**src/sv/bchr_pkg.sv**
```systemverilog
// shared types and constants for the button click, hold and release detector
package bchr_pkg;

   localparam int TIMER_WIDTH_DEFAULT = 16;
   localparam int CFG_WIDTH           = 16;
   localparam int CSR_ADDR_WIDTH      = 4;
   localparam int CSR_DATA_WIDTH      = 32;

   localparam logic [CFG_WIDTH-1:0] DEBOUNCE_RESET      = 16'd50;
   localparam logic [CFG_WIDTH-1:0] HOLD_RESET          = 16'd500;
   localparam logic [CFG_WIDTH-1:0] RELEASE_CLEAR_TICKS = 16'd100;

   typedef enum logic [1:0] {
      REG_DEBOUNCE = 2'd0,
      REG_HOLD     = 2'd1,
      REG_ENABLE   = 2'd2
   } reg_index_type;

   typedef struct packed {
      logic [CFG_WIDTH-1:0] debounce_ms;
      logic [CFG_WIDTH-1:0] hold_ms;
      logic                 enable;
   } cfg_type;

endpackage

```
**src/sv/bchr_csr.sv**
```systemverilog
// configuration register file behind the apb-style port
module bchr_csr (
   input  logic                                 clock,
   input  logic                                 reset,
   input  logic                                 csr_psel,
   input  logic                                 csr_penable,
   input  logic                                 csr_pwrite,
   input  logic [bchr_pkg::CSR_ADDR_WIDTH-1:0]  csr_paddr,
   input  logic [bchr_pkg::CSR_DATA_WIDTH-1:0]  csr_pwdata,
   output logic [bchr_pkg::CSR_DATA_WIDTH-1:0]  csr_prdata,
   output logic                                 csr_pready,
   output bchr_pkg::cfg_type                    cfg
);
   import bchr_pkg::*;

   cfg_type       cfg_ff;
   cfg_type       cfg_in;
   reg_index_type index;
   logic          write_en;

   assign index      = reg_index_type'(csr_paddr[CSR_ADDR_WIDTH-1:2]);
   assign write_en   = csr_psel && csr_penable && csr_pwrite;
   assign csr_pready = 1'b1;
   assign cfg        = cfg_ff;

   always_comb begin
      cfg_in = cfg_ff;
      if (write_en) begin
         unique case (index)
            REG_DEBOUNCE: cfg_in.debounce_ms = csr_pwdata[CFG_WIDTH-1:0];
            REG_HOLD:     cfg_in.hold_ms     = csr_pwdata[CFG_WIDTH-1:0];
            REG_ENABLE:   cfg_in.enable      = csr_pwdata[0];
            default:      cfg_in             = cfg_ff;
         endcase
      end
   end

   always_comb begin
      unique case (index)
         REG_DEBOUNCE: csr_prdata = CSR_DATA_WIDTH'(cfg_ff.debounce_ms);
         REG_HOLD:     csr_prdata = CSR_DATA_WIDTH'(cfg_ff.hold_ms);
         REG_ENABLE:   csr_prdata = CSR_DATA_WIDTH'(cfg_ff.enable);
         default:      csr_prdata = '0;
      endcase
   end

   always_ff @(posedge clock) begin
      if (reset) begin
         cfg_ff.debounce_ms <= DEBOUNCE_RESET;
         cfg_ff.hold_ms     <= HOLD_RESET;
         cfg_ff.enable      <= 1'b1;
      end else begin
         cfg_ff <= cfg_in;
      end
   end

endmodule

```
**src/sv/bchr_core.sv**
```systemverilog
// input register, per-tick detector update and result register
module bchr_core #(
   parameter int TIMER_WIDTH = bchr_pkg::TIMER_WIDTH_DEFAULT
) (
   input  logic              clock,
   input  logic              reset,
   input  bchr_pkg::cfg_type cfg,
   input  logic              req_valid,
   output logic              req_stall,
   input  logic              req_button_level,
   output logic              rsp_valid,
   input  logic              rsp_stall,
   output logic              rsp_click_event,
   output logic              rsp_hold_event,
   output logic              rsp_release_event,
   output logic              rsp_level_now
);
   import bchr_pkg::*;

   localparam int CMP_WIDTH = (TIMER_WIDTH > CFG_WIDTH) ? TIMER_WIDTH : CFG_WIDTH;
   localparam logic [TIMER_WIDTH-1:0] TIMER_MAX = {TIMER_WIDTH{1'b1}};

   // input stage
   logic in_valid_ff, in_valid_in;
   logic in_level_ff, in_level_in;

   // result stage
   logic out_valid_ff, out_valid_in;
   logic click_ev_ff, click_ev_in;
   logic hold_ev_ff, hold_ev_in;
   logic release_ev_ff, release_ev_in;
   logic level_now_ff, level_now_in;

   // detector state
   logic                   raw_ff, raw_in;
   logic                   latched_ff, latched_in;
   logic [TIMER_WIDTH-1:0] elapsed_ff, elapsed_in;
   logic                   click_lvl_ff, click_lvl_in;
   logic                   hold_lvl_ff, hold_lvl_in;
   logic                   release_lvl_ff, release_lvl_in;
   logic                   click_arm_ff, click_arm_in;
   logic                   hold_arm_ff, hold_arm_in;
   logic                   release_arm_ff, release_arm_in;

   logic                   out_free;
   logic                   advance;
   logic                   lvl;
   logic [TIMER_WIDTH-1:0] tick_count;
   logic [TIMER_WIDTH-1:0] start_count;
   logic                   start_latched;
   logic                   past_debounce;
   logic                   past_hold;
   logic                   release_hit;
   logic [TIMER_WIDTH-1:0] end_count;
   logic                   past_clear;
   logic                   click_lvl_new, hold_lvl_new, release_lvl_new;
   logic                   click_arm_new, hold_arm_new, release_arm_new;

   assign out_free  = !out_valid_ff || !rsp_stall;
   assign advance   = in_valid_ff && out_free;
   assign req_stall = in_valid_ff && !out_free;
   assign lvl       = in_level_ff;

   assign tick_count    = (elapsed_ff == TIMER_MAX) ? elapsed_ff : elapsed_ff + 1'b1;
   assign start_latched = latched_ff || lvl;
   assign start_count   = (lvl && !latched_ff) ? '0 : tick_count;
   assign past_debounce = CMP_WIDTH'(start_count) > CMP_WIDTH'(cfg.debounce_ms);
   assign past_hold     = CMP_WIDTH'(start_count) > CMP_WIDTH'(cfg.hold_ms);
   assign release_hit   = !lvl && start_latched && past_debounce;
   assign end_count     = release_hit ? '0 : start_count;
   assign past_clear    = CMP_WIDTH'(end_count) > CMP_WIDTH'(RELEASE_CLEAR_TICKS);

   always_comb begin
      raw_in         = raw_ff;
      latched_in     = latched_ff;
      elapsed_in     = elapsed_ff;
      click_lvl_new  = click_lvl_ff;
      hold_lvl_new   = hold_lvl_ff;
      release_lvl_new = release_lvl_ff;
      click_arm_new  = click_arm_ff;
      hold_arm_new   = hold_arm_ff;
      release_arm_new = release_arm_ff;

      if (cfg.enable) begin
         raw_in     = lvl;
         latched_in = start_latched;
         elapsed_in = end_count;
         if (past_debounce) begin
            click_lvl_new = lvl;
         end
         if (past_hold) begin
            hold_lvl_new = lvl;
         end
         if (release_hit) begin
            latched_in      = 1'b0;
            release_lvl_new = 1'b1;
            click_lvl_new   = 1'b0;
            hold_lvl_new    = 1'b0;
            click_arm_new   = 1'b1;
            hold_arm_new    = 1'b1;
            release_arm_new = 1'b1;
         end else if (!lvl && !start_latched && past_clear) begin
            release_lvl_new = 1'b0;
         end
      end else begin
         elapsed_in = tick_count;
      end

      // one-shot reporting
      click_ev_in    = click_lvl_new && click_arm_new;
      hold_ev_in     = hold_lvl_new && hold_arm_new;
      release_ev_in  = release_lvl_new && release_arm_new;
      click_arm_in   = click_arm_new && !click_ev_in;
      hold_arm_in    = hold_arm_new && !hold_ev_in;
      release_arm_in = release_arm_new && !release_ev_in;
      click_lvl_in   = click_lvl_new;
      hold_lvl_in    = hold_lvl_new;
      release_lvl_in = release_lvl_new;
      level_now_in   = raw_in;
   end

   always_comb begin
      in_valid_in = in_valid_ff;
      in_level_in = in_level_ff;
      if (!req_stall) begin
         in_valid_in = req_valid;
         in_level_in = req_button_level;
      end
      out_valid_in = out_valid_ff;
      if (out_free) begin
         out_valid_in = in_valid_ff;
      end
   end

   always_ff @(posedge clock) begin
      if (reset) begin
         in_valid_ff    <= 1'b0;
         out_valid_ff   <= 1'b0;
         raw_ff         <= 1'b0;
         latched_ff     <= 1'b0;
         elapsed_ff     <= '0;
         click_lvl_ff   <= 1'b0;
         hold_lvl_ff    <= 1'b0;
         release_lvl_ff <= 1'b0;
         click_arm_ff   <= 1'b1;
         hold_arm_ff    <= 1'b1;
         release_arm_ff <= 1'b1;
      end else begin
         in_valid_ff  <= in_valid_in;
         out_valid_ff <= out_valid_in;
         if (advance) begin
            raw_ff         <= raw_in;
            latched_ff     <= latched_in;
            elapsed_ff     <= elapsed_in;
            click_lvl_ff   <= click_lvl_in;
            hold_lvl_ff    <= hold_lvl_in;
            release_lvl_ff <= release_lvl_in;
            click_arm_ff   <= click_arm_in;
            hold_arm_ff    <= hold_arm_in;
            release_arm_ff <= release_arm_in;
         end
      end
   end

   always_ff @(posedge clock) begin
      in_level_ff <= in_level_in;
      if (advance) begin
         click_ev_ff   <= click_ev_in;
         hold_ev_ff    <= hold_ev_in;
         release_ev_ff <= release_ev_in;
         level_now_ff  <= level_now_in;
      end
   end

   assign rsp_valid         = out_valid_ff;
   assign rsp_click_event   = click_ev_ff;
   assign rsp_hold_event    = hold_ev_ff;
   assign rsp_release_event = release_ev_ff;
   assign rsp_level_now     = level_now_ff;

endmodule

```
**src/sv/button_click_hold_release_detector_unit.sv**
```systemverilog
// Button click, hold and release detector. Each request transaction carries one
// millisecond tick with the sampled button level and yields exactly one response
// transaction with one-shot click, hold and release events and the stored raw
// level. One transaction is taken every cycle while req_stall is low; a tick
// passes an input register and a result register, moving into the result register
// whenever that register is free, and its response is offered from there.
// Thresholds and enable sit in registers on the apb-style port and should be
// changed only while no transaction is in flight.
module button_click_hold_release_detector_unit #(
   parameter int TIMER_WIDTH = bchr_pkg::TIMER_WIDTH_DEFAULT
) (
   input  logic                                clock,
   input  logic                                reset,
   input  logic                                req_valid,
   output logic                                req_stall,
   input  logic                                req_button_level,
   output logic                                rsp_valid,
   input  logic                                rsp_stall,
   output logic                                rsp_click_event,
   output logic                                rsp_hold_event,
   output logic                                rsp_release_event,
   output logic                                rsp_level_now,
   input  logic                                csr_psel,
   input  logic                                csr_penable,
   input  logic                                csr_pwrite,
   input  logic [bchr_pkg::CSR_ADDR_WIDTH-1:0] csr_paddr,
   input  logic [bchr_pkg::CSR_DATA_WIDTH-1:0] csr_pwdata,
   output logic [bchr_pkg::CSR_DATA_WIDTH-1:0] csr_prdata,
   output logic                                csr_pready
);
   import bchr_pkg::*;

   cfg_type cfg;

   bchr_csr u_csr (
      .clock       (clock),
      .reset       (reset),
      .csr_psel    (csr_psel),
      .csr_penable (csr_penable),
      .csr_pwrite  (csr_pwrite),
      .csr_paddr   (csr_paddr),
      .csr_pwdata  (csr_pwdata),
      .csr_prdata  (csr_prdata),
      .csr_pready  (csr_pready),
      .cfg         (cfg)
   );

   bchr_core #(
      .TIMER_WIDTH (TIMER_WIDTH)
   ) u_core (
      .clock             (clock),
      .reset             (reset),
      .cfg               (cfg),
      .req_valid         (req_valid),
      .req_stall         (req_stall),
      .req_button_level  (req_button_level),
      .rsp_valid         (rsp_valid),
      .rsp_stall         (rsp_stall),
      .rsp_click_event   (rsp_click_event),
      .rsp_hold_event    (rsp_hold_event),
      .rsp_release_event (rsp_release_event),
      .rsp_level_now     (rsp_level_now)
   );

   // a release report stands alone
   a_release_alone: assert property (@(posedge clock) disable iff (reset)
      rsp_valid && rsp_release_event |-> !rsp_click_event && !rsp_hold_event)
      else $error("release reported together with click or hold");

   // a release is only seen with the button up
   a_release_low: assert property (@(posedge clock) disable iff (reset)
      rsp_valid && rsp_release_event |-> !rsp_level_now)
      else $error("release reported with button pressed");

   // click and hold only fire with the button down
   a_press_high: assert property (@(posedge clock) disable iff (reset)
      rsp_valid && (rsp_click_event || rsp_hold_event) |-> rsp_level_now)
      else $error("click or hold reported with button released");

   // the input side only stalls behind a stalled result
   a_stall_cause: assert property (@(posedge clock) disable iff (reset)
      req_stall |-> rsp_valid && rsp_stall)
      else $error("request stalled without a stalled response");

endmodule
```
**config.mk**
```make
export PLATFORM = sky130hd
export DESIGN_NAME = button_click_hold_release_detector_unit
export DESIGN_NICKNAME = d
export VERILOG_FILES = /design/src/sv/bchr_pkg.sv /design/src/sv/bchr_csr.sv /design/src/sv/bchr_core.sv /design/src/sv/button_click_hold_release_detector_unit.sv
export SDC_FILE = /design/constraint.sdc
export NUM_CORES = 1
export LEC_CHECK = 0
export ABC_AREA = 0
export CAP_MARGIN = 10
export CORE_MARGIN = 1
export CORE_UTILIZATION = 60
export CTS_CLUSTER_DIAMETER = 100
export DETAILED_ROUTE_END_ITERATION = 10
export DONT_BUFFER_PORTS = 1
export GPL_ROUTABILITY_DRIVEN = 0
export PLACE_DENSITY_LB_ADDON = 0.3
export SYNTH_ARGS = -nofsm -noshare
export SYNTH_HDL_FRONTEND = slang
export SYNTH_SLANG_ARGS = --single-unit
export TNS_END_PERCENT = 10
```
**constraint.sdc**
```tcl
create_clock -name clock -period 4.7 [get_ports clock]
set_clock_uncertainty 0.05 [all_clocks]
set_input_delay 0.47 -clock clock [delete_from_list [all_inputs] [get_ports clock]]
set_output_delay 0.47 -clock clock [all_outputs]
set_load 0.01 [all_outputs]
```
# Word-level counts from Yosys, hierarchy flattened
# Cells that the tools add are included.
# classes
add_sub_neg	1
magnitude_cmp	3
eq_ne	3
muxes	22
n_reduce_logical	31
# ops
operator	count
16-bit two-way mux	4
16-bit one-hot mux with 3 select lines	1
16-bit greater-than comparator	2
1-bit two-way mux	17
16-bit by 1-bit adder with 16-bit output, second input constant	1
16-bit equality test, second input constant	1
16-bit by 7-bit greater-than comparator with 1-bit output, second input constant	1
1-bit logical AND	15
1-bit logical NOT	9
2-bit AND reduction	4
2-bit by 1-bit equality test with 1-bit output, second input constant	1
2-bit equality test, second input constant	1
2-bit logical NOT	1
1-bit logical OR	2
# word_totals
ff_bits	64
out_inout_bits	39
elab_cells	79

# Longest topological paths before layout
# logic_depth
depth_word	14
mapped_depth	18

# Cells and area by module
# Synthesis repeated with hierarchy kept, for this count alone.
# unflattened
hier_cells	619
hier_area_um2	4974.8
# by_module_without_submodules
module	n_inst	cells_per_inst	area_per_inst_um2	seq_area_each_um2
bchr_core	1	426	3195.6	670.6
bchr_csr	1	193	1779.2	660.6

# Least setup slack after synthesis
# Ideal clock, no wire load.
# synth_path
kind	register to register
from	register u_core.elapsed_ff[1]
to	register u_core.elapsed_ff[4]
setup_ns	0.120
arrival_ns	4.131
t_required_ns	4.530
path_slack_ns	0.399
stages_incl_launch_ff	18
period_less_slack_ns	4.301
path_cell_list	dfxtp_1 -> ha_1 -> nand3_1 -> or4_4 -> clkbuf_1 -> nand2_1 -> o21ai_0 -> a21oi_1 -> ha_1 -> and3_1 -> nand3_1 -> o311ai_0 -> a21oi_1 -> a211o_1 -> a211oi_4 -> buf_6 -> nor4_1 -> a211o_1
# synth_via
elab_chain_len	7
word_cells_on_any_way	8
cone_classes	add/sub (1); order compare (1); eq/ne (1); mux (4); reduce/logical (1)
# synth_lines
item	line	source
from (decl)	bchr_core.sv:37	logic [TIMER_WIDTH-1:0] elapsed_ff, elapsed_in;
from (signal assigned)	bchr_core.sv:154	elapsed_ff <= elapsed_in;
16-bit by 1-bit adder with 16-bit output / 16-bit equality test (equally long branches)	bchr_core.sv:64	assign tick_count = (elapsed_ff == TIMER_MAX) ? elapsed_ff : elapsed_ff + 1'b1;
16-bit two-way mux (*)	bchr_core.sv:64	
16-bit two-way mux	bchr_core.sv:66	assign start_count = (lvl && !latched_ff) ? '0 : tick_count;
16-bit greater-than comparator	bchr_core.sv:67	assign past_debounce = CMP_WIDTH'(start_count) > CMP_WIDTH'(cfg.debounce_ms);
1-bit logical AND	bchr_core.sv:69	assign release_hit = !lvl && start_latched && past_debounce;
16-bit two-way mux	bchr_core.sv:70	assign end_count = release_hit ? '0 : start_count;
16-bit two-way mux (*)	bchr_core.sv:84	if (cfg.enable) begin
# Every way passes the cells marked *; elsewhere a longest branch is shown, timed or not.
# A chain may end at the register's enable or synchronous reset.

# Worst setup path in the final report
# layout_path
from	register u_core.elapsed_ff[11]
to	register u_core.hold_ev_ff (netlist: u_core.rsp_hold_event) (data pin)
# layout_via
elab_chain_len	8
word_cells_on_any_way	13
cone_classes	add/sub (1); order compare (2); eq/ne (1); mux (7); reduce/logical (2)
# layout_lines
item	line	source
16-bit by 1-bit adder with 16-bit output / 16-bit equality test (equally long branches)	bchr_core.sv:64	
16-bit two-way mux (*)	bchr_core.sv:64	
16-bit two-way mux (*)	bchr_core.sv:66	
16-bit greater-than comparator (on tied branches)	bchr_core.sv:68, bchr_core.sv:67	
1-bit two-way mux / 1-bit logical AND (equally long branches)	bchr_core.sv:91, bchr_core.sv:69	
1-bit two-way mux	bchr_core.sv:94	if (release_hit) begin
1-bit two-way mux	bchr_core.sv:84	
1-bit logical AND (*)	bchr_core.sv:111	hold_ev_in = hold_lvl_new && hold_arm_new;
via u_core.hold_ev_in	bchr_core.sv:30	logic hold_ev_ff, hold_ev_in;
to (signal assigned)	bchr_core.sv:169	hold_ev_ff <= hold_ev_in;
to (decl)	bchr_core.sv:30	
# The timed path passes the listed nets; every way through them passes the cells marked *.

==> impl_metrics.ini <==
[run_status]
outcome = completed

[logic_synthesis]
ys_ff_latch = 64
yosysTopAreaCell = dfxtp_1
synth.area.top_cells = dfxtp_1 25%, nand2_1 7.2%, ha_1 6.7%, mux2i_1 5.2%, a21oi_1 5.1%
syn_area_per_cell_um2 = 7.76
ys_types = 69
ys_async_sr_fraction_pct = 0
netlist.area_leader.share_pct = 25.4
yosys_warnings = 0
synth_edf_count = 5
yosysSeqAreaShare_pct = 28.6
synthCells = 600
synthFlopType = dfxtp_1
synthesis.area_um2 = 4660

[finish]
antennaDiodeCount = 0
regArea_um2 = 1330
multi_input_area_um2 = 2980
drive_gt1_share_pct = 9.95
fillers = 653
finalInstanceArea_um2 = 4960
syn2layout_area_growth_pct = 6.50
nets = 667

[floorplanning]
core_um2 = 7370
initial_core_util_pct = 63.2
dieArea_um2 = 8120
die-width_um = 90.1
rows = 31
ios = 83
die_y_um = 90.1

[sta]
min_period_over_period_pct = 94.3
tns_ps = 0
drv_slew = 0
hold_violations = 0
setup_violations = 0
fin_crit_ps = 4430
relSlewSlack_pct = 39.5
rsz0062_at_grt = no
worstMarginPinSlew_ps = 885
timing.fmax_mhz = 226

[clocking]
clk_path_buf_depth = 2
insertion_delay_ps = 350
cts-root-buf = clkbuf_8
clock-sinks = 64
cts_tree = done
clkSlewWorstSetupHoldPaths_ps = 70
cts_hold_buf = 0
cts_buffers = 9
h-tree-depth = 3

[route]
routed_wl_um = 12300
drtIter0Drc = 359
drtAntennaViolNets = 0
drc = 0
vias_per_cell = 6.42
wl_per_cell_um = 17.6
firstDrtPassIters = 7
vias = 4504

[power]
vdd_drop_max_uv = 136
leakagePower_nw = 1.97
power_mw = 1.10
power_density_nw_per_um2 = 222

[worst_setup_path]
worst_setup_path_start_kind = flip-flop
crit_type = reg -> reg
cp.arrival_ps = 4480
cp-end-kind = flip-flop
critical_path.max_stage_delay_ps = 480
cp_slowest_cell = dfxtp_1
required_ps = 4750
critical_path_buf_inv_count = 1
path_cells = nand4_2 > nor4_1 > buf_4 > nand4_1 > mux2i_1 > nor2_1 > ha_1 > and4_1 > nand3_1 > a31oi_1 > o21ai_0 > nand4bb_1 > o211ai_1 > o221ai_1 > mux2_2 > and3_1
cp_max_fo = 7
cpLargestDelayFamily = simple AND/OR/NAND/NOR gates

[place]
placed_area_um2 = 4760
io_buffers = 0
place_hpwl_um = 8950

[flow_run]
maxCapViolations = 0

[global_routing]
track_usage_pct = 30.5
grt_antenna_before_repair = 0
grt_pass1_vias = 4192
overflow = 0
grt_start_max_net_pins = 43
grt_pass1_wl_um = 19900

[min_path]
hold_class = in -> reg
kinds of logic after synthesis:
kind of cell	after synthesis	synth area share [%]
AND/OR/NAND/NOR	231	24.8
AO/OA/AOI/OAI	147	22.0
buffers and inverters	91	9.06
flip-flops	64	28.6
multiplexers	28	6.37
adder cells (fa/ha/maj)	27	7.15
XOR/XNOR	10	1.88
other	2	0.161
per-stage QoR:
stage               std cells  util [%]  hold WS, ps  setup slack [ps]
floorplan                 615         -          384               399
global placement          685      64.6          385               500
detailed placement        685      64.6          393               311
CTS                       701      67.0          131               290
global route              702      67.3          132              59.2
finish                    702      67.3          138               269
layer usage:
metal,vias to the layer above,share of wire (%),GRT usage (%)
li1,2110,-,-
met1,2127,41,37.5
met2,228,48,50.6
met3,39,8.6,7.70
met4,0,2.5,13.0
met5,-,0,0
cells in the final DEF, fill, tap and decap left out, types with 4 or more instances in the layout:
cell      count
a211oi_1      8
a21boi_0      4
a21o_1        8
a21oi_1      47
a22o_1        7
and3_1        8
buf_4        26
clkbuf_8     11
conb_1       17
dfxtp_1      59
edfxtp_1      5
ha_1         25
inv_1        36
mux2i_1      24
nand2_1      89
nand3_1      22
nor2_1       48
nor3_1       12
nor3b_1       4
nor4_1        4
o211ai_1     13
o21ai_0      15
o31ai_1      10
or3_1         8
xnor2_1      10
cell usage after synthesis (all sizes together), types with 5 or more instances:
cell	count
a211oi	10
edfxtp	5
nor3	15
o31ai	10
nor4	7
clkbuf	26
xnor2	10
a22o	7
or3	8
dfxtp	59
o211ai	13
nand3	22
ha	25
a21oi	47
and3	8
mux2i	25
inv	36
nor2	48
a21o	8
o21ai	17
nand2	89
buf	29
nand4	6
worst reg2reg max path: stages, from the launching register on:
cell and delay, ps:
dfxtp_1 480, nand4_2 270, nor4_1 430, buf_4 200, nand4_1 160, mux2i_1 280
nor2_1 120, ha_1 330, and4_1 250, nand3_1 90, a31oi_1 170, o21ai_0 140
nand4bb_1 220, o211ai_1 230, o221ai_1 240, mux2_2 360, and3_1 170
final timing paths:
path                         start                    end  slack, ps  cells past startpoint
max          u_core.elapsed_ff[11]  u_core.rsp_hold_event        270                     16
min                          reset   u_core.elapsed_ff[6]        140                      1
max reg2reg  u_core.elapsed_ff[11]  u_core.rsp_hold_event        270                     16
min reg2reg          u_core.raw_ff          u_core.raw_ff        400                      2
where the power goes:
group / internal [mW] / switching [mW]
combinational: 0.0286 / 0.0605
sequential: 0.558 / 0.00908
clock: 0.219 / 0.225
final cells by class:
cell class	count	share of cell area, %
Tap cell	99	2.50
Timing Repair Buffer	27	4.34
Clock inverter	3	0.353
Sequential cell	64	26.8
Clock buffer	13	3.20
Inverter	36	2.73
Multi-Input combinational cell	460	60.0
repair_timing:
item                       4_1_cts  5_1_grt
setup endpoints to repair        0       17
resized for setup                0        3
buffers inserted                 0        1
registers in the layout, indices dropped and copies added (netlist names):
name	count
u_core.click_arm_ff	1
u_core.click_lvl_ff	1
u_core.elapsed_ff	16
u_core.hold_arm_ff	1
u_core.hold_lvl_ff	1
u_core.in_level_ff	1
u_core.in_valid_ff	1
u_core.latched_ff	1
u_core.raw_ff	1
u_core.release_arm_ff	1
u_core.release_lvl_ff	1
u_core.rsp_click_event	1
u_core.rsp_hold_event	1
u_core.rsp_level_now	1
u_core.rsp_release_event	1
u_core.rsp_valid	1
u_csr.cfg	33
Note: power is estimated with default switching activity, not from simulation.
